## src/euclidean_distance_stream_top_assert.svh

```systemverilog
// Assertion macros shared by the distance stream RTL.
`ifndef EUCLIDEAN_DISTANCE_STREAM_TOP_ASSERT_SVH
`define EUCLIDEAN_DISTANCE_STREAM_TOP_ASSERT_SVH

// Same-cycle implication, sampled on clk_i and held off during reset.
`define EDS_ASSERT_IMPLIES(label, ante, cons, msg) \
  label: assert property (@(posedge clk_i) disable iff (!rst_ni) (ante) |-> (cons)) \
    else $error(msg);

// Next-cycle implication, sampled on clk_i and held off during reset.
`define EDS_ASSERT_NEXT(label, ante, cons, msg) \
  label: assert property (@(posedge clk_i) disable iff (!rst_ni) (ante) |=> (cons)) \
    else $error(msg);

`endif

```

## src/eds_pkg.sv

```systemverilog
// Package with widths, defaults and queue types of the distance stream.
`timescale 1ns / 1ps
package eds_pkg;

  localparam int unsigned MAX_DIM_DEF = 1024;
  localparam int unsigned COORD_W_DEF = 16;

  localparam int unsigned LEN_W  = 11;
  localparam int unsigned SUM_W  = 42;
  localparam int unsigned ROOT_W = 21;

  localparam int unsigned Q_DEPTH  = 4;
  localparam int unsigned Q_ADDR_W = $clog2(Q_DEPTH);
  localparam int unsigned Q_LVL_W  = $clog2(Q_DEPTH + 1);

  typedef struct packed {
    logic             valid;
    logic [SUM_W-1:0] sum;
  } eds_push_t;

  typedef struct packed {
    logic               valid;
    logic [SUM_W-1:0]   sum;
    logic [Q_LVL_W-1:0] level;
  } eds_head_t;

endpackage

```

## src/eds_if.sv

```systemverilog
// Stream interfaces for the coordinate pairs and the distances.
`timescale 1ns / 1ps
interface eds_in_if #(
  parameter int unsigned CoordW = eds_pkg::COORD_W_DEF
);
  logic                     valid;
  logic                     ready;
  logic signed [CoordW-1:0] p_coord;
  logic signed [CoordW-1:0] q_coord;

  modport source (output valid, output p_coord, output q_coord, input ready);
  modport sink (input valid, input p_coord, input q_coord, output ready);
endinterface

interface eds_out_if;
  logic                        valid;
  logic                        ready;
  logic [eds_pkg::ROOT_W-1:0]  distance;

  modport source (output valid, output distance, input ready);
  modport sink (input valid, input distance, output ready);
endinterface

```

## src/eds_fifo.sv

```systemverilog
// Short queue of finished square sums between the front and the root unit.
`timescale 1ns / 1ps
module eds_fifo (
  input  logic               clk_i,
  input  logic               rst_ni,
  input  eds_pkg::eds_push_t push_i,
  input  logic               pop_i,
  output eds_pkg::eds_head_t head_o
);
  import eds_pkg::*;

  logic [SUM_W-1:0]    mem_q [Q_DEPTH];
  logic [Q_ADDR_W-1:0] wr_ptr_q, wr_ptr_d;
  logic [Q_ADDR_W-1:0] rd_ptr_q, rd_ptr_d;
  logic [Q_LVL_W-1:0]  level_q, level_d;

  function automatic logic [Q_ADDR_W-1:0] ptr_next(input logic [Q_ADDR_W-1:0] ptr);
    logic [Q_ADDR_W-1:0] nxt;
    if (ptr == Q_ADDR_W'(Q_DEPTH - 1)) begin
      nxt = '0;
    end else begin
      nxt = ptr + 1'b1;
    end
    return nxt;
  endfunction

  always_comb begin
    wr_ptr_d = push_i.valid ? ptr_next(wr_ptr_q) : wr_ptr_q;
    rd_ptr_d = pop_i ? ptr_next(rd_ptr_q) : rd_ptr_q;
    level_d  = level_q + Q_LVL_W'(push_i.valid) - Q_LVL_W'(pop_i);
  end

  always_ff @(posedge clk_i or negedge rst_ni) begin
    if (!rst_ni) begin
      wr_ptr_q <= '0;
      rd_ptr_q <= '0;
      level_q  <= '0;
    end else begin
      wr_ptr_q <= wr_ptr_d;
      rd_ptr_q <= rd_ptr_d;
      level_q  <= level_d;
    end
  end

  always_ff @(posedge clk_i) begin
    if (push_i.valid) begin
      mem_q[wr_ptr_q] <= push_i.sum;
    end
  end

  assign head_o.valid = (level_q != '0);
  assign head_o.sum   = mem_q[rd_ptr_q];
  assign head_o.level = level_q;

endmodule

```

## src/eds_front.sv

```systemverilog
// Front end: takes coordinate pairs, squares the differences and sums each vector.
`timescale 1ns / 1ps
module eds_front #(
  parameter int unsigned MAX_DIM     = eds_pkg::MAX_DIM_DEF,
  parameter int unsigned COORD_WIDTH = eds_pkg::COORD_W_DEF
) (
  input  logic                      clk_i,
  input  logic                      rst_ni,
  input  logic                      cfg_we_i,
  input  logic [eds_pkg::LEN_W-1:0] cfg_wdata_i,
  eds_in_if.sink                    in_i,
  input  logic [eds_pkg::Q_LVL_W-1:0] q_level_i,
  output eds_pkg::eds_push_t        push_o
);
  import eds_pkg::*;

  localparam int unsigned CntW = $clog2(MAX_DIM + 1);
  localparam int unsigned CmpW = (CntW > LEN_W) ? CntW : LEN_W;

  logic [LEN_W-1:0] len_q;
  logic [CmpW-1:0]  len_eff;

  logic [CntW-1:0] cnt_q, cnt_d, cnt_inc;
  logic            accept, last;

  logic signed [COORD_WIDTH:0] diff;
  logic [COORD_WIDTH:0]        mag;

  logic                   s1_valid_q, s1_last_q;
  logic [COORD_WIDTH-1:0] s1_mag_q;
  logic [2*COORD_WIDTH-1:0] prod;
  logic                   s2_valid_q, s2_last_q;
  logic [SUM_W-1:0]       s2_sq_q;

  logic [SUM_W-1:0] sum_q, sum_d, sum_new;
  logic [Q_LVL_W:0] credit;

  // A zero length acts as one, a length above the maximum saturates.
  always_comb begin
    if (len_q == '0) begin
      len_eff = CmpW'(1);
    end else if (CmpW'(len_q) > CmpW'(MAX_DIM)) begin
      len_eff = CmpW'(MAX_DIM);
    end else begin
      len_eff = CmpW'(len_q);
    end
  end

  // Queue slots are reserved for every vector end still in the pipeline,
  // so a finished sum always finds room.
  assign credit = {1'b0, q_level_i}
                + (Q_LVL_W + 1)'(s1_valid_q & s1_last_q)
                + (Q_LVL_W + 1)'(s2_valid_q & s2_last_q);
  assign in_i.ready = (credit < (Q_LVL_W + 1)'(Q_DEPTH));
  assign accept = in_i.valid & in_i.ready;

  assign cnt_inc = cnt_q + 1'b1;
  assign last    = (CmpW'(cnt_inc) >= len_eff);

  always_comb begin
    cnt_d = cnt_q;
    if (accept) begin
      cnt_d = last ? '0 : cnt_inc;
    end
  end

  assign diff = $signed({in_i.p_coord[COORD_WIDTH-1], in_i.p_coord})
              - $signed({in_i.q_coord[COORD_WIDTH-1], in_i.q_coord});
  assign mag  = diff[COORD_WIDTH] ? -diff : diff;

  assign prod = s1_mag_q * s1_mag_q;

  assign sum_new = sum_q + s2_sq_q;

  always_comb begin
    sum_d = sum_q;
    if (s2_valid_q) begin
      sum_d = s2_last_q ? '0 : sum_new;
    end
  end

  assign push_o.valid = s2_valid_q & s2_last_q;
  assign push_o.sum   = sum_new;

  always_ff @(posedge clk_i or negedge rst_ni) begin
    if (!rst_ni) begin
      len_q      <= LEN_W'(1);
      cnt_q      <= '0;
      s1_valid_q <= 1'b0;
      s1_last_q  <= 1'b0;
      s2_valid_q <= 1'b0;
      s2_last_q  <= 1'b0;
      sum_q      <= '0;
    end else begin
      if (cfg_we_i) begin
        len_q <= cfg_wdata_i;
      end
      cnt_q      <= cnt_d;
      s1_valid_q <= accept;
      s1_last_q  <= accept & last;
      s2_valid_q <= s1_valid_q;
      s2_last_q  <= s1_last_q;
      sum_q      <= sum_d;
    end
  end

  always_ff @(posedge clk_i) begin
    s1_mag_q <= mag[COORD_WIDTH-1:0];
    s2_sq_q  <= SUM_W'(prod);
  end

endmodule

```

## src/eds_sqrt.sv

```systemverilog
// Back end: bit-serial integer square root of each queued sum, with output register.
`timescale 1ns / 1ps
module eds_sqrt (
  input  logic               clk_i,
  input  logic               rst_ni,
  input  eds_pkg::eds_head_t head_i,
  output logic               pop_o,
  eds_out_if.source          out_o
);
  import eds_pkg::*;

  localparam int unsigned RemW  = ROOT_W + 2;
  localparam int unsigned StepW = $clog2(ROOT_W);

  typedef enum logic [2:0] {
    ST_IDLE = 3'b001,
    ST_CALC = 3'b010,
    ST_HOLD = 3'b100
  } state_e;

  state_e state_q, state_d;

  logic [SUM_W-1:0]  rad_q, rad_d;
  logic [RemW-1:0]   rem_q, rem_d, rem_sh, trial;
  logic [ROOT_W-1:0] root_q, root_d;
  logic [StepW-1:0]  step_q, step_d;
  logic              fits;
  logic              out_valid_q, out_valid_d;
  logic [ROOT_W-1:0] dist_q, dist_d;
  logic              out_free;

  // One result bit per cycle: bring down two radicand bits and try 4r+1.
  assign rem_sh = {rem_q[RemW-3:0], rad_q[SUM_W-1:SUM_W-2]};
  assign trial  = {root_q, 2'b01};
  assign fits   = (rem_sh >= trial);

  assign out_free = !out_valid_q || out_o.ready;

  always_comb begin
    state_d     = state_q;
    rad_d       = rad_q;
    rem_d       = rem_q;
    root_d      = root_q;
    step_d      = step_q;
    out_valid_d = out_valid_q & ~out_o.ready;
    dist_d      = dist_q;
    pop_o       = 1'b0;
    unique case (state_q)
      ST_IDLE: begin
        if (head_i.valid) begin
          pop_o   = 1'b1;
          rad_d   = head_i.sum;
          rem_d   = '0;
          root_d  = '0;
          step_d  = '0;
          state_d = ST_CALC;
        end
      end
      ST_CALC: begin
        rad_d  = {rad_q[SUM_W-3:0], 2'b00};
        rem_d  = fits ? (rem_sh - trial) : rem_sh;
        root_d = {root_q[ROOT_W-2:0], fits};
        step_d = step_q + 1'b1;
        if (step_q == StepW'(ROOT_W - 1)) begin
          state_d = ST_HOLD;
        end
      end
      ST_HOLD: begin
        if (out_free) begin
          out_valid_d = 1'b1;
          dist_d      = root_q;
          state_d     = ST_IDLE;
        end
      end
      default: begin
        state_d = ST_IDLE;
      end
    endcase
  end

  always_ff @(posedge clk_i or negedge rst_ni) begin
    if (!rst_ni) begin
      state_q     <= ST_IDLE;
      step_q      <= '0;
      out_valid_q <= 1'b0;
    end else begin
      state_q     <= state_d;
      step_q      <= step_d;
      out_valid_q <= out_valid_d;
    end
  end

  always_ff @(posedge clk_i) begin
    rad_q  <= rad_d;
    rem_q  <= rem_d;
    root_q <= root_d;
    dist_q <= dist_d;
  end

  assign out_o.valid    = out_valid_q;
  assign out_o.distance = dist_q;

endmodule

```

## src/euclidean_distance_stream_top.sv

```systemverilog
// Path: the last pair of a vector passes registers s1 and s2, its sum is queued, and the
// bit-serial root unit works it out and registers the distance. Throughput: one pair per
// cycle while the four-entry sum queue has room; the root unit takes no new sum until it
// has handed out the last. Reset: rst_ni is asynchronous, active low; it empties the
// pipeline and queue, clears the sum and element count, and sets the length len_q to 1.
`timescale 1ns / 1ps
`include "euclidean_distance_stream_top_assert.svh"
module euclidean_distance_stream_top #(
  parameter int unsigned MAX_DIM     = eds_pkg::MAX_DIM_DEF,
  parameter int unsigned COORD_WIDTH = eds_pkg::COORD_W_DEF
) (
  input  logic                      clk_i,
  input  logic                      rst_ni,
  input  logic                      cfg_we_i,
  input  logic [eds_pkg::LEN_W-1:0] cfg_wdata_i,
  eds_in_if.sink                    in_i,
  eds_out_if.source                 out_o
);
  import eds_pkg::*;

  eds_push_t push;
  eds_head_t head;
  logic      pop;

  eds_front #(
    .MAX_DIM     (MAX_DIM),
    .COORD_WIDTH (COORD_WIDTH)
  ) u_front (
    .clk_i       (clk_i),
    .rst_ni      (rst_ni),
    .cfg_we_i    (cfg_we_i),
    .cfg_wdata_i (cfg_wdata_i),
    .in_i        (in_i),
    .q_level_i   (head.level),
    .push_o      (push)
  );

  eds_fifo u_fifo (
    .clk_i  (clk_i),
    .rst_ni (rst_ni),
    .push_i (push),
    .pop_i  (pop),
    .head_o (head)
  );

  eds_sqrt u_sqrt (
    .clk_i  (clk_i),
    .rst_ni (rst_ni),
    .head_i (head),
    .pop_o  (pop),
    .out_o  (out_o)
  );

  `EDS_ASSERT_IMPLIES(a_no_push_full, push.valid, head.level < Q_LVL_W'(Q_DEPTH), "sum pushed into a full queue")
  `EDS_ASSERT_IMPLIES(a_no_pop_empty, pop, head.valid, "root unit popped an empty queue")
  `EDS_ASSERT_IMPLIES(a_ready_room, in_i.ready, head.level < Q_LVL_W'(Q_DEPTH), "ready raised with a full queue")
  `EDS_ASSERT_NEXT(a_last_pop, pop && (head.level == Q_LVL_W'(1)) && !push.valid, !head.valid, "queue not empty after popping its only word")

endmodule
```

## src/flat_wrapper.sv

```systemverilog
// flat-port wrapper written by rule: the top's interface ports become plain ports
module euclidean_distance_stream_top_flat import eds_pkg::*;
#(
  parameter int unsigned MAX_DIM     = eds_pkg::MAX_DIM_DEF,
  parameter int unsigned COORD_WIDTH = eds_pkg::COORD_W_DEF
)
  (clk_i, rst_ni, cfg_we_i, cfg_wdata_i, in_i_valid, in_i_p_coord, in_i_q_coord, in_i_ready, out_o_valid, out_o_distance, out_o_ready);
  eds_in_if in_i_i ();
  eds_out_if out_o_i ();
  input  logic clk_i;
  input  logic rst_ni;
  input  logic cfg_we_i;
  input  logic [eds_pkg::LEN_W-1:0] cfg_wdata_i;
  input wire logic [$bits(in_i_i.valid)-1:0] in_i_valid;
  input wire logic [$bits(in_i_i.p_coord)-1:0] in_i_p_coord;
  input wire logic [$bits(in_i_i.q_coord)-1:0] in_i_q_coord;
  output wire logic [$bits(in_i_i.ready)-1:0] in_i_ready;
  output wire logic [$bits(out_o_i.valid)-1:0] out_o_valid;
  output wire logic [$bits(out_o_i.distance)-1:0] out_o_distance;
  input wire logic [$bits(out_o_i.ready)-1:0] out_o_ready;
  assign in_i_i.valid = in_i_valid;
  assign in_i_i.p_coord = in_i_p_coord;
  assign in_i_i.q_coord = in_i_q_coord;
  assign in_i_ready = in_i_i.ready;
  assign out_o_valid = out_o_i.valid;
  assign out_o_distance = out_o_i.distance;
  assign out_o_i.ready = out_o_ready;
  euclidean_distance_stream_top #(.MAX_DIM(MAX_DIM), .COORD_WIDTH(COORD_WIDTH)) u_core (.clk_i(clk_i), .rst_ni(rst_ni), .cfg_we_i(cfg_we_i), .cfg_wdata_i(cfg_wdata_i), .in_i(in_i_i), .out_o(out_o_i));
endmodule
```

## config.mk

```make
export PLATFORM = sky130hd
export DESIGN_NAME = euclidean_distance_stream_top_flat
export DESIGN_NICKNAME = d
export VERILOG_FILES = /design/src/eds_pkg.sv /design/src/eds_if.sv /design/src/eds_fifo.sv /design/src/eds_front.sv /design/src/eds_sqrt.sv /design/src/euclidean_distance_stream_top.sv /design/src/flat_wrapper.sv
export VERILOG_INCLUDE_DIRS = /design/src /design/src/src
export SDC_FILE = /design/constraint.sdc
export NUM_CORES = 1
export LEC_CHECK = 0
export BUFFER_PORTS_ARGS = -buffer_cell sky130_fd_sc_hd__clkbuf_2
export CORE_ASPECT_RATIO = 0.7
export CORE_MARGIN = 1.5
export CORE_UTILIZATION = 55
export CTS_CLUSTER_SIZE = 24
export DETAILED_ROUTE_END_ITERATION = 12
export PLACE_DENSITY = 0.82
export SLEW_MARGIN = 0
export SYNTH_ARGS = -nofsm -noshare
export SYNTH_HDL_FRONTEND = slang
export SYNTH_SLANG_ARGS = --single-unit
```

## constraint.sdc

```tcl
create_clock -name clk_i -period 7.5 [get_ports clk_i]
set_clock_uncertainty 0.2 [all_clocks]
set_input_delay 0.75 -clock clk_i [delete_from_list [all_inputs] [get_ports clk_i]]
set_output_delay 0.75 -clock clk_i [all_outputs]
set_load 0.01 [all_outputs]
```

---- Word level (Yosys, flattened, before mapping) ----
Memories as Yosys holds them, arrays and structs flattened.
Index checks and enable logic that the tools add are counted.
storage, ports and cells
  bits in registers ....................... 237
  bits in writable memories ............... 168
  input bits .............................. 48
  output and inout port bits .............. 23
  word-level logic and storage cells ...... 87
  memories ................................ 1
memory list
  memory               words  width  rd ports  clocked after memory_dff  wr ports  RTL line        RTL
  u_core.u_fifo.mem_q  4      42     1         0                         1         eds_fifo.sv:12  logic [SUM_W-1:0] mem_q [Q_DEPTH];
operators by class
  add/subtract/negate cells ............... 12
  $mul .................................... 1
  order comparisons ....................... 4
  equality and inequality tests ........... 9
  muxes and demuxes ....................... 26
  bitwise gates (word level) .............. 7
  reductions and logical operators ........ 8
operator list
  cell                                                             number
  42-bit two-way mux                                               2
  21-bit case mux with 2 select lines                              2
  42-bit case mux with 2 select lines                              1
  21-bit two-way mux                                               3
  42-bit by 32-bit adder with 42-bit output                        1
  11-bit two-way mux                                               3
  16-bit by 16-bit multiplier with 32-bit output                   1
  23-bit >= comparator                                             1
  21-bit subtractor                                                1
  16-bit by 16-bit subtractor with 17-bit output                   1
  16-bit two-way mux                                               1
  16-bit negator                                                   1
  11-bit by 1-bit adder with 11-bit output, second input constant  1
  11-bit >= comparator                                             1
  11-bit > comparator, second input constant                       1
  11-bit logical NOT                                               1
  5-bit case mux with 2 select lines                               1
  3-bit two-way mux                                                3
  3-bit case mux with 3 select lines                               1
  1-bit AND                                                        6
  1-bit two-way mux                                                6
  5-bit by 1-bit adder with 5-bit output, second input constant    1
  5-bit == test, second input constant                             1
  5-bit two-way mux                                                1
  other kinds (20)                                                 25

---- Depth between registers and ports, before layout ----
Gate-level depths: netlist of the first run.
  word-level depth ........................ 6
  mapped depth ............................ 25
  mapped depth without buffers ............ 24

---- Modules after synthesis ----
A second synthesis of the first run with hierarchy kept.
unflattened totals
  cell total of the unflattened synthesis .. 2359
  area total of the unflattened synthesis .. 26359.0 µm²
modules (own cells, without submodules)
  module     times used  cells each  area an instance (µm²)  sequential area each (µm²)
  eds_front  1           1577        14193.6                 2643.8
  eds_fifo   1           255         6525.0                  5220.0
  eds_sqrt   1           527         5640.4                  3379.5

---- Least setup slack after synthesis of the first run ----
Ideal clock, no wire load.
  path type ............................... register to register
  from .................................... register u_core.u_front.s1_mag_q[4]
  to ...................................... register u_core.u_front.s2_sq_q[30]
  library setup time ...................... 72 ps
  data arrival time ....................... 6218 ps
  required time ........................... 7228 ps
  setup slack ............................. 1010 ps
  cell stages (with the launch flop) ...... 23
  buffers on the path ..................... 2
  period minus slack after synthesis ...... 6490 ps
  cell sequence ........................... dfxtp_1 -> clkbuf_1 -> clkbuf_1 -> nand2_1 -> fa_1 -> inv_1 -> fa_1 -> fa_1 -> fa_1 -> fa_1 -> inv_1 -> fa_1 -> inv_1 -> ha_1 -> a21o_1 -> a21o_1 -> a21oi_1 -> o21ai_0 -> and3_1 -> a2111oi_0 -> o41ai_1 -> a21oi_1 -> xnor2_1
on the way
  longest elaborated chain between the ends .. 1
ends and longest elaborated chain
  what                                            RTL line          RTL
  start, declared                                 eds_front.sv:30   logic [COORD_WIDTH-1:0] s1_mag_q;
  start signal, assigned                          eds_front.sv:108  s1_mag_q <= mag[COORD_WIDTH-1:0];
  16-bit by 16-bit multiplier with 32-bit output  eds_front.sv:71   assign prod = s1_mag_q * s1_mag_q;
  named net u_core.u_front.prod[30]               eds_front.sv:31   logic [2*COORD_WIDTH-1:0] prod;
  end signal, assigned                            eds_front.sv:109  s2_sq_q <= SUM_W'(prod);
  end, declared                                   eds_front.sv:33   logic [SUM_W-1:0] s2_sq_q;
The timed path passes the listed nets, and every way through them passes these cells.
A chain may end at the register's enable or synchronous reset.

---- Worst setup path in the final report of the first run ----
  from .................................... register u_core.u_front.s1_mag_q[5]
  to ...................................... register u_core.u_front.s2_sq_q[29]
Same word-level chain as after synthesis.

==> metrics.md, run 1 <==
| Metric | Value |
|---|---|
| Status | `finished clean` |
| Share of cells above drive strength 1 | `10.2%` |
| RSZ-0062 raised after global routing | `false` |
| DP HPWL | `39000 um` |
| Die Y | `185 um` |
| GRT overflow | `0` |
| Simple-Gate Fraction of Synth Area | `10.8%` |
| Layout fillers | `3527` |
| Ys async rst share | `20.8%` |
| Post-CTS Setup Bufs | `0` |
| Post-synthesis adder-cell area fraction | `22.1%` |
| Root buffer cell | `clkbuf_16` |
| Critical path type | `reg2reg` |
| Layout area overhead | `9.20%` |
| Register area share after synthesis | `43.0%` |
| Worst Hold Class | `reg2reg` |
| Routed WL | `54300 um` |
| Required @ worst endpoint | `7.76 ns` |
| Mux cell area share after synthesis | `5.15%` |
| Initial antenna violation count | `0` |
| Placeable Area | `0.0467 mm2` |
| Prevailing post-synth register cell | `edfxtp_1` |
| Initial Util | `56.0%` |
| Total Routing Usage GR | `23.0%` |
| Endpoints failing setup | `0` |
| Xor/xnor cell area share of the yosys netlist | `4.26%` |
| Setup WS post-layout | `0.399 ns` |
| CTS tree | `done` |
| Largest net degree at the start of global routing | `70` |
| Ant. Diodes | `0` |
| Clk_lat worst skew | `0.55 ns` |
| Largest family of logic cells by synthesized area | `adder cells` |
| EDFF count, synth | `273` |
| # port buffers | `70` |
| Hold Fails Final Rpt | `0` |
| Worst Tran Pin Value | `1.19 ns` |
| Synth area leader | `edfxtp_1` |
| First-pass iteration count of the detailed router | `5` |
| YS warnings | `0` |
| Synth cell types | `78` |
| Vias in the first global route | `18000` |
| Cts bufs inserted | `39` |
| GP Congestion | `0.894` |
| Tmin final | `7.10 ns` |
| Worst Setup End Kind | `flip-flop` |
| Die X | `264 um` |
| Maxcap violations | `0` |
| Final Max Tran Viols | `0` |
| Clock tree sinks | `404` |
| CTS max path bufs | `3` |
| Post-synth top area share | `31.4%` |
| Routed vias/inst | `5.74` |
| 1st-iter DRT viols | `1501` |
| Die footprint | `0.0488 mm2` |
| Ports | `71` |
| Placement Rows | `66` |
| Critical path launch point type | `flip-flop` |
| Post-Syn Nets | `2722` |
| Total negative slack | `0 ns` |
| Max frequency | `141 MHz` |
| Routed vias | `17300` |
| First-pass GRT wire length | `90800 um` |
| Arrival time at the worst endpoint | `7.37 ns` |
| Fin nets | `2787` |
| Compound-Gate Fraction of Synth Area | `8.91%` |
| Top cells by area, synth | `edfxtp_1 (31%), fa_1 (13%), ha_1 (9.3%), dfrtp_1 (7.9%), inv_1 (4.8%)` |
| Worst-path clk slew | `0.06 ns` |
| Setup WS pre-CTS | `0.468 ns` |
| Relative slew slack | `20.6%` |
| WL/cell | `18.0 um` |
| Synth Instances | `2313` |
| # DRC | `0` |
| ANT nets after route | `0` |
| H-tree levels | `2` |
| Syn_area_per_cell | `11.3 um2` |
| Crit. Startpoint | `u_core.u_front.s1_mag_q[5]` |
| Crit-path max FO | `17` |
| Mapped Area | `0.0261 mm2` |
| Hold Path Origin | `u_core.u_front.s1_valid_q` |
| Start of the worst register-to-register path | `u_core.u_front.s1_mag_q[5]` |
| Period utilization | `94.7%` |
| Synthesis-stage register bit count | `404` |
-- final timing paths --
path / end / slack, ns / depth (start not counted)
max in group asynchronous: u_core.u_fifo.rd_ptr_q[0] / 5.41 / 3
min in group asynchronous: u_core.u_front.sum_q[13] / 0.44 / 2
worst min register to register: u_core.u_front.s2_valid_q / 0.18 / 0
worst max register to register: u_core.u_front.s2_sq_q[29] / 0.40 / 22
worst max-delay path: u_core.u_front.s2_sq_q[29] / 0.40 / 22
worst min-delay path: u_core.u_front.s2_valid_q / 0.18 / 0
-- cell usage after synthesis (13+ instances only) --
cell / instances
mux2i_1: 23
dfxtp_1: 47
a21o_1: 31
xnor2_1: 78
fa_1: 166
xor2_1: 49
and3_1: 18
mux2_2: 15
inv_1: 336
ha_1: 195
a21oi_1: 71
nand3_1: 18
mux4_2: 42
a22o_1: 34
nor2_1: 135
nand4_1: 13
nand2_1: 271
o21ai_0: 47
edfxtp_1: 273
clkbuf_1: 50
a31oi_1: 17
dfrtp_1: 82
and2_1: 57
nor3_1: 17
nand2b_1: 16
nor2b_1: 24
-- cell families after synthesis --
group | Yosys count
AO/OA/AOI/OAI | 328
adder cells (fa/ha/maj) | 361
flip-flops | 404
multiplexers | 80
AND/OR/NAND/NOR | 615
buffers and inverters | 398
XOR/XNOR | 127
-- metrics by stage --
step / util, % / hold WS, ns / cell area (um2) / cells
finish: 61.2 / 0.178 / 28500 / 3021
global route: 61.2 / 0.190 / 28500 / 3021
CTS: 61.2 / 0.184 / 28500 / 3021
detailed placement: 58.1 / 0.165 / 27100 / 2948
global placement: 58.1 / 0.166 / 27100 / 2948
floorplan: - / 0.153 / 26100 / 2313
-- placed cells by master, fill, tap and decap left out, types with 23 or more instances in the layout --
master	synthesis	routed
mux2i_1	23	23
inv_1	336	336
a21o_1	31	31
dfxtp_1	47	45
fa_1	166	166
a21oi_1	71	71
nand2_1	271	271
o21ai_0	47	47
and2_1	57	57
clkbuf_2	0	69
nor2b_1	24	24
clkbuf_16	0	41
mux4_2	42	42
edfxtp_1	273	273
ha_1	195	195
xnor2_1	78	78
a22o_1	34	34
dfrtp_1	82	81
xor2_1	49	49
nor2_1	135	132
-- flip-flops by register name (all words and copies together), names as in the netlist, 5 cells and up --
| name | count |
|---|---|
| u_core.u_fifo.mem_q | 168 |
| u_core.u_front.sum_q | 42 |
| u_core.u_sqrt.rad_q | 42 |
| u_core.u_front.s2_sq_q | 31 |
| u_core.u_sqrt.out_o.distance | 21 |
| u_core.u_sqrt.rem_q | 21 |
| u_core.u_sqrt.root_q | 21 |
| u_core.u_front.s1_mag_q | 16 |
| u_core.u_front.cnt_q | 11 |
| u_core.u_front.len_q | 11 |
| u_core.u_sqrt.step_q | 5 |
-- layer usage --
layer  vias up  share of wire [%]  global-route usage (%)  wire length [um]
met2       577                 47                    37.9             25400
met1      8646                 45                    32.6             24400
met4         0                1.5                    4.51               835
met5         -                  0                       0                 0
li1       8046                  -                       -                 -
met3        78                6.7                    3.67              3650
-- repair_timing --
| action | in CTS | in global routing |
|---|---|---|
| gates resized for setup | 0 | 2 |
| hold endpoints to repair | 15 | 0 |
| hold buffers | 1 | 0 |
| setup endpoints to repair | 0 | 1 |
-- worst max-delay path: stages (launching register included) --
cell	delay, ns
dfxtp_1	0.76
and2_1	0.27
inv_1	0.07
fa_1	0.50
inv_1	0.06
fa_1	0.49
inv_1	0.05
fa_1	0.47
inv_1	0.06
fa_1	0.51
fa_1	0.55
inv_1	0.05
fa_1	0.53
inv_1	0.05
ha_1	0.33
nand2_1	0.15
a211o_1	0.30
o221ai_1	0.53
nand3_1	0.23
a31oi_1	0.37
a21oi_1	0.13
o21ai_0	0.21
xor2_1	0.16
-- cell type report --
class	instances	area (um2)	share of cell area [%]
clock buffer	53	1120	3.93
sequential	404	11200	39.4
inverter	336	1260	4.42
clock inverter	19	270	0.947
tap	612	766	2.68
timing repair buffer	86	475	1.67
multi-input combinational	1511	13400	46.9
Power of run 1 is left out: the tool's default activity adds up to more than one toggle a clock period on the data nets, which glitch-free logic cannot reach.
==> run 2, diff against run 1 <==
--- a/config.mk
+++ b/config.mk
@@ -9,5 +9,4 @@
 export BUFFER_PORTS_ARGS = -buffer_cell sky130_fd_sc_hd__clkbuf_2
 export CORE_ASPECT_RATIO = 0.7
-export CORE_MARGIN = 1.5
 export CORE_UTILIZATION = 55
 export CTS_CLUSTER_SIZE = 24
==> constraint.sdc (replaced) <==
create_clock -name clk_i -period 7.5 [get_ports clk_i]
set_clock_uncertainty 0.2 [all_clocks]
set_input_delay 1.5 -clock clk_i [delete_from_list [all_inputs] [get_ports clk_i]]
set_output_delay 1.5 -clock clk_i [all_outputs]
set_load 0.01 [all_outputs]
==> run 2 against run 1 <==
Clock-buffer cell count shrank 1. Die area decreased by 0.92%. Critical path depth is the same. Global-route usage is 0.13 points higher. Worst setup slack got worse by 0.030 ns. Final cell count about the same. Critical endpoint is now u_core.u_front.s2_sq_q[30].
==> metrics.md, run 2 (synthesis gave the netlist of run 1 again) <==
| Metric | Value |
|---|---|
| Ports | `71` |
| # DRC | `0` |
| Crit-path max FO | `15` |
| Most frequent cells in the layout | `inv_1 (336), edfxtp_1 (273), nand2_1 (271)` |
| DP HPWL | `38600 um` |
| Die X | `263 um` |
| Cell family with most CP delay | `adder cells` |
| First-pass iteration count of the detailed router | `5` |
| Clk_lat worst skew | `0.55 ns` |
| Hold Path Origin | `u_core.u_front.s1_valid_q` |
| Placed cells | `2948` |
| Worst-path clk slew | `0.06 ns` |
| Required @ worst endpoint | `7.77 ns` |
| Setup WS post-layout | `0.368 ns` |
| Fin nets | `2786` |
| Worst Tran Pin Value | `1.18 ns` |
| CTS tree | `done` |
| Initial Util | `56.0%` |
| Hold Fails Final Rpt | `0` |
| Hold buffer count at CTS | `0` |
| Period utilization | `95.1%` |
| Start of the worst register-to-register path | `u_core.u_front.s1_mag_q[3]` |
| WL/cell | `17.9 um` |
| Root buffer cell | `clkbuf_16` |
| # port buffers | `70` |
| Post-CTS Setup Bufs | `0` |
| ANT nets after route | `0` |
| Most common cell on crit path | `fa_1` |
| Final Max Tran Viols | `0` |
| Placeable Area | `0.0467 mm2` |
| Routed vias | `17300` |
| GRT overflow | `0` |
| Slowest cell on crit path | `dfxtp_1` |
| Status | `finished clean` |
| RSZ-0062 raised after global routing | `false` |
| Share of cells above drive strength 1 | `10.3%` |
| Layout Cells excl Fill | `3019` |
| Total negative slack | `0 ns` |
| Die Y | `184 um` |
| Delay of the slowest cell on the worst path | `0.71 ns` |
| Clock tree sinks | `404` |
| Regs by FF count | `u_core.u_fifo.mem_q: 168 flops, u_core.u_front.sum_q: 42 flops, u_core.u_sqrt.rad_q: 42 flops` |
| 1st-iter DRT viols | `1640` |
| Worst Setup End Kind | `flip-flop` |
| Layout fillers | `3562` |
| Tmin final | `7.13 ns` |
| H-tree levels | `2` |
| Maxcap violations | `0` |
| Critical path launch point type | `flip-flop` |
| Top reg by flops | `u_core.u_fifo.mem_q` |
| Total Routing Usage GR | `23.2%` |
| Critical path type | `reg2reg` |
| Buf/Inv on CP | `4` |
| Worst Hold Class | `reg2reg` |
| Relative slew slack | `21.2%` |
| Routed WL | `54100 um` |
| Vias in the first global route | `18200` |
| Layout area overhead | `8.82%` |
| Initial antenna violation count | `0` |
| CTS max path bufs | `3` |
| Arrival time at the worst endpoint | `7.40 ns` |
| First-pass GRT wire length | `90700 um` |
| Routed vias/inst | `5.73` |
| Ant. Diodes | `0` |
| GP Congestion | `0.904` |
| Setup WS pre-CTS | `0.347 ns` |
| Commonest non-fill, non-tap cell in the layout | `inv_1` |
| Largest net degree at the start of global routing | `70` |
| Max FFs per register | `168` |
| Die footprint | `0.0484 mm2` |
| CP Cell Sequence | `inv_1 > nor2_1 > ha_1 > xor2_1 > fa_1 > inv_1 > fa_1 > fa_1 > fa_1 > inv_1 > fa_1 > inv_1 > ha_1 > a21o_1 > a21o_1 > a21oi_1 > o21ai_0 > and3_1 > a2111oi_1 > o41ai_1 > a21oi_1 > xnor2_1` |
| Cts bufs inserted | `39` |
| CTS resizes | `0` |
| Crit. Startpoint | `u_core.u_front.s1_mag_q[3]` |
| Max frequency | `140 MHz` |
| Endpoints failing setup | `0` |
| Placement Rows | `66` |
## run 2: changes by cell type in the layout (fill, tap and decap cells not counted), sizes merged
cell         change
bufinv           -5
clkbuf           -1
clkinv           +6
dlygate4sd3      -1
inv              -1
## run 2: metrics by stage
step	util [%]	hold WS [ns]	instance area [um2]
floorplan	-	0.153	26100
global placement	58.1	0.160	27100
detailed placement	58.1	0.162	27100
CTS	60.9	0.177	28400
global route	60.9	0.180	28400
finish	60.9	0.175	28400
## run 2: worst reg2reg max path, stage by stage (launching register included)
cell and delay, ns:
dfxtp_1 0.71, inv_1 0.25, nor2_1 0.27, ha_1 0.31
xor2_1 0.18, fa_1 0.49, inv_1 0.06, fa_1 0.53
fa_1 0.44, fa_1 0.54, inv_1 0.05, fa_1 0.53
inv_1 0.04, ha_1 0.34, a21o_1 0.20, a21o_1 0.19
a21oi_1 0.30, o21ai_0 0.17, and3_1 0.22, a2111oi_1 0.52
o41ai_1 0.19, a21oi_1 0.20, xnor2_1 0.13
## run 2: path summary, 6_finish.rpt
| path | to | slack, ns | depth (start not counted) |
|---|---|---|---|
| setup reg to reg | u_core.u_front.s2_sq_q[30] | 0.37 | 22 |
| hold reg to reg | u_core.u_front.s2_valid_q | 0.18 | 0 |
| setup / recovery | u_core.u_front.s2_sq_q[30] | 0.37 | 22 |
| min in group asynchronous | u_core.u_front.sum_q[1] | 0.69 | 1 |
| hold / removal | u_core.u_front.s2_valid_q | 0.18 | 0 |
| max in group asynchronous | u_core.u_fifo.rd_ptr_q[0] | 5.24 | 2 |
## run 2: area by class of cell
cell class / instances / area (um2) / share of cell area [%]
inverters: 336 / 1260 / 4.44
clock buffers: 52 / 1130 / 3.96
multi-input cells: 1511 / 13400 / 47.1
clock inverters: 19 / 174 / 0.612
flip-flops and latches: 404 / 11200 / 39.5
well taps: 612 / 766 / 2.69
repair buffers: 85 / 465 / 1.64
## run 2: metal layers
| metal | wire length [um] | track usage [%] |
|---|---|---|
| met1 | 24500 | 32.6 |
| met4 | 888 | 5.15 |
| met3 | 3580 | 3.79 |
| met5 | 0 | 0 |
| met2 | 25200 | 38.0 |
Power of run 2 is left out for the same reason.
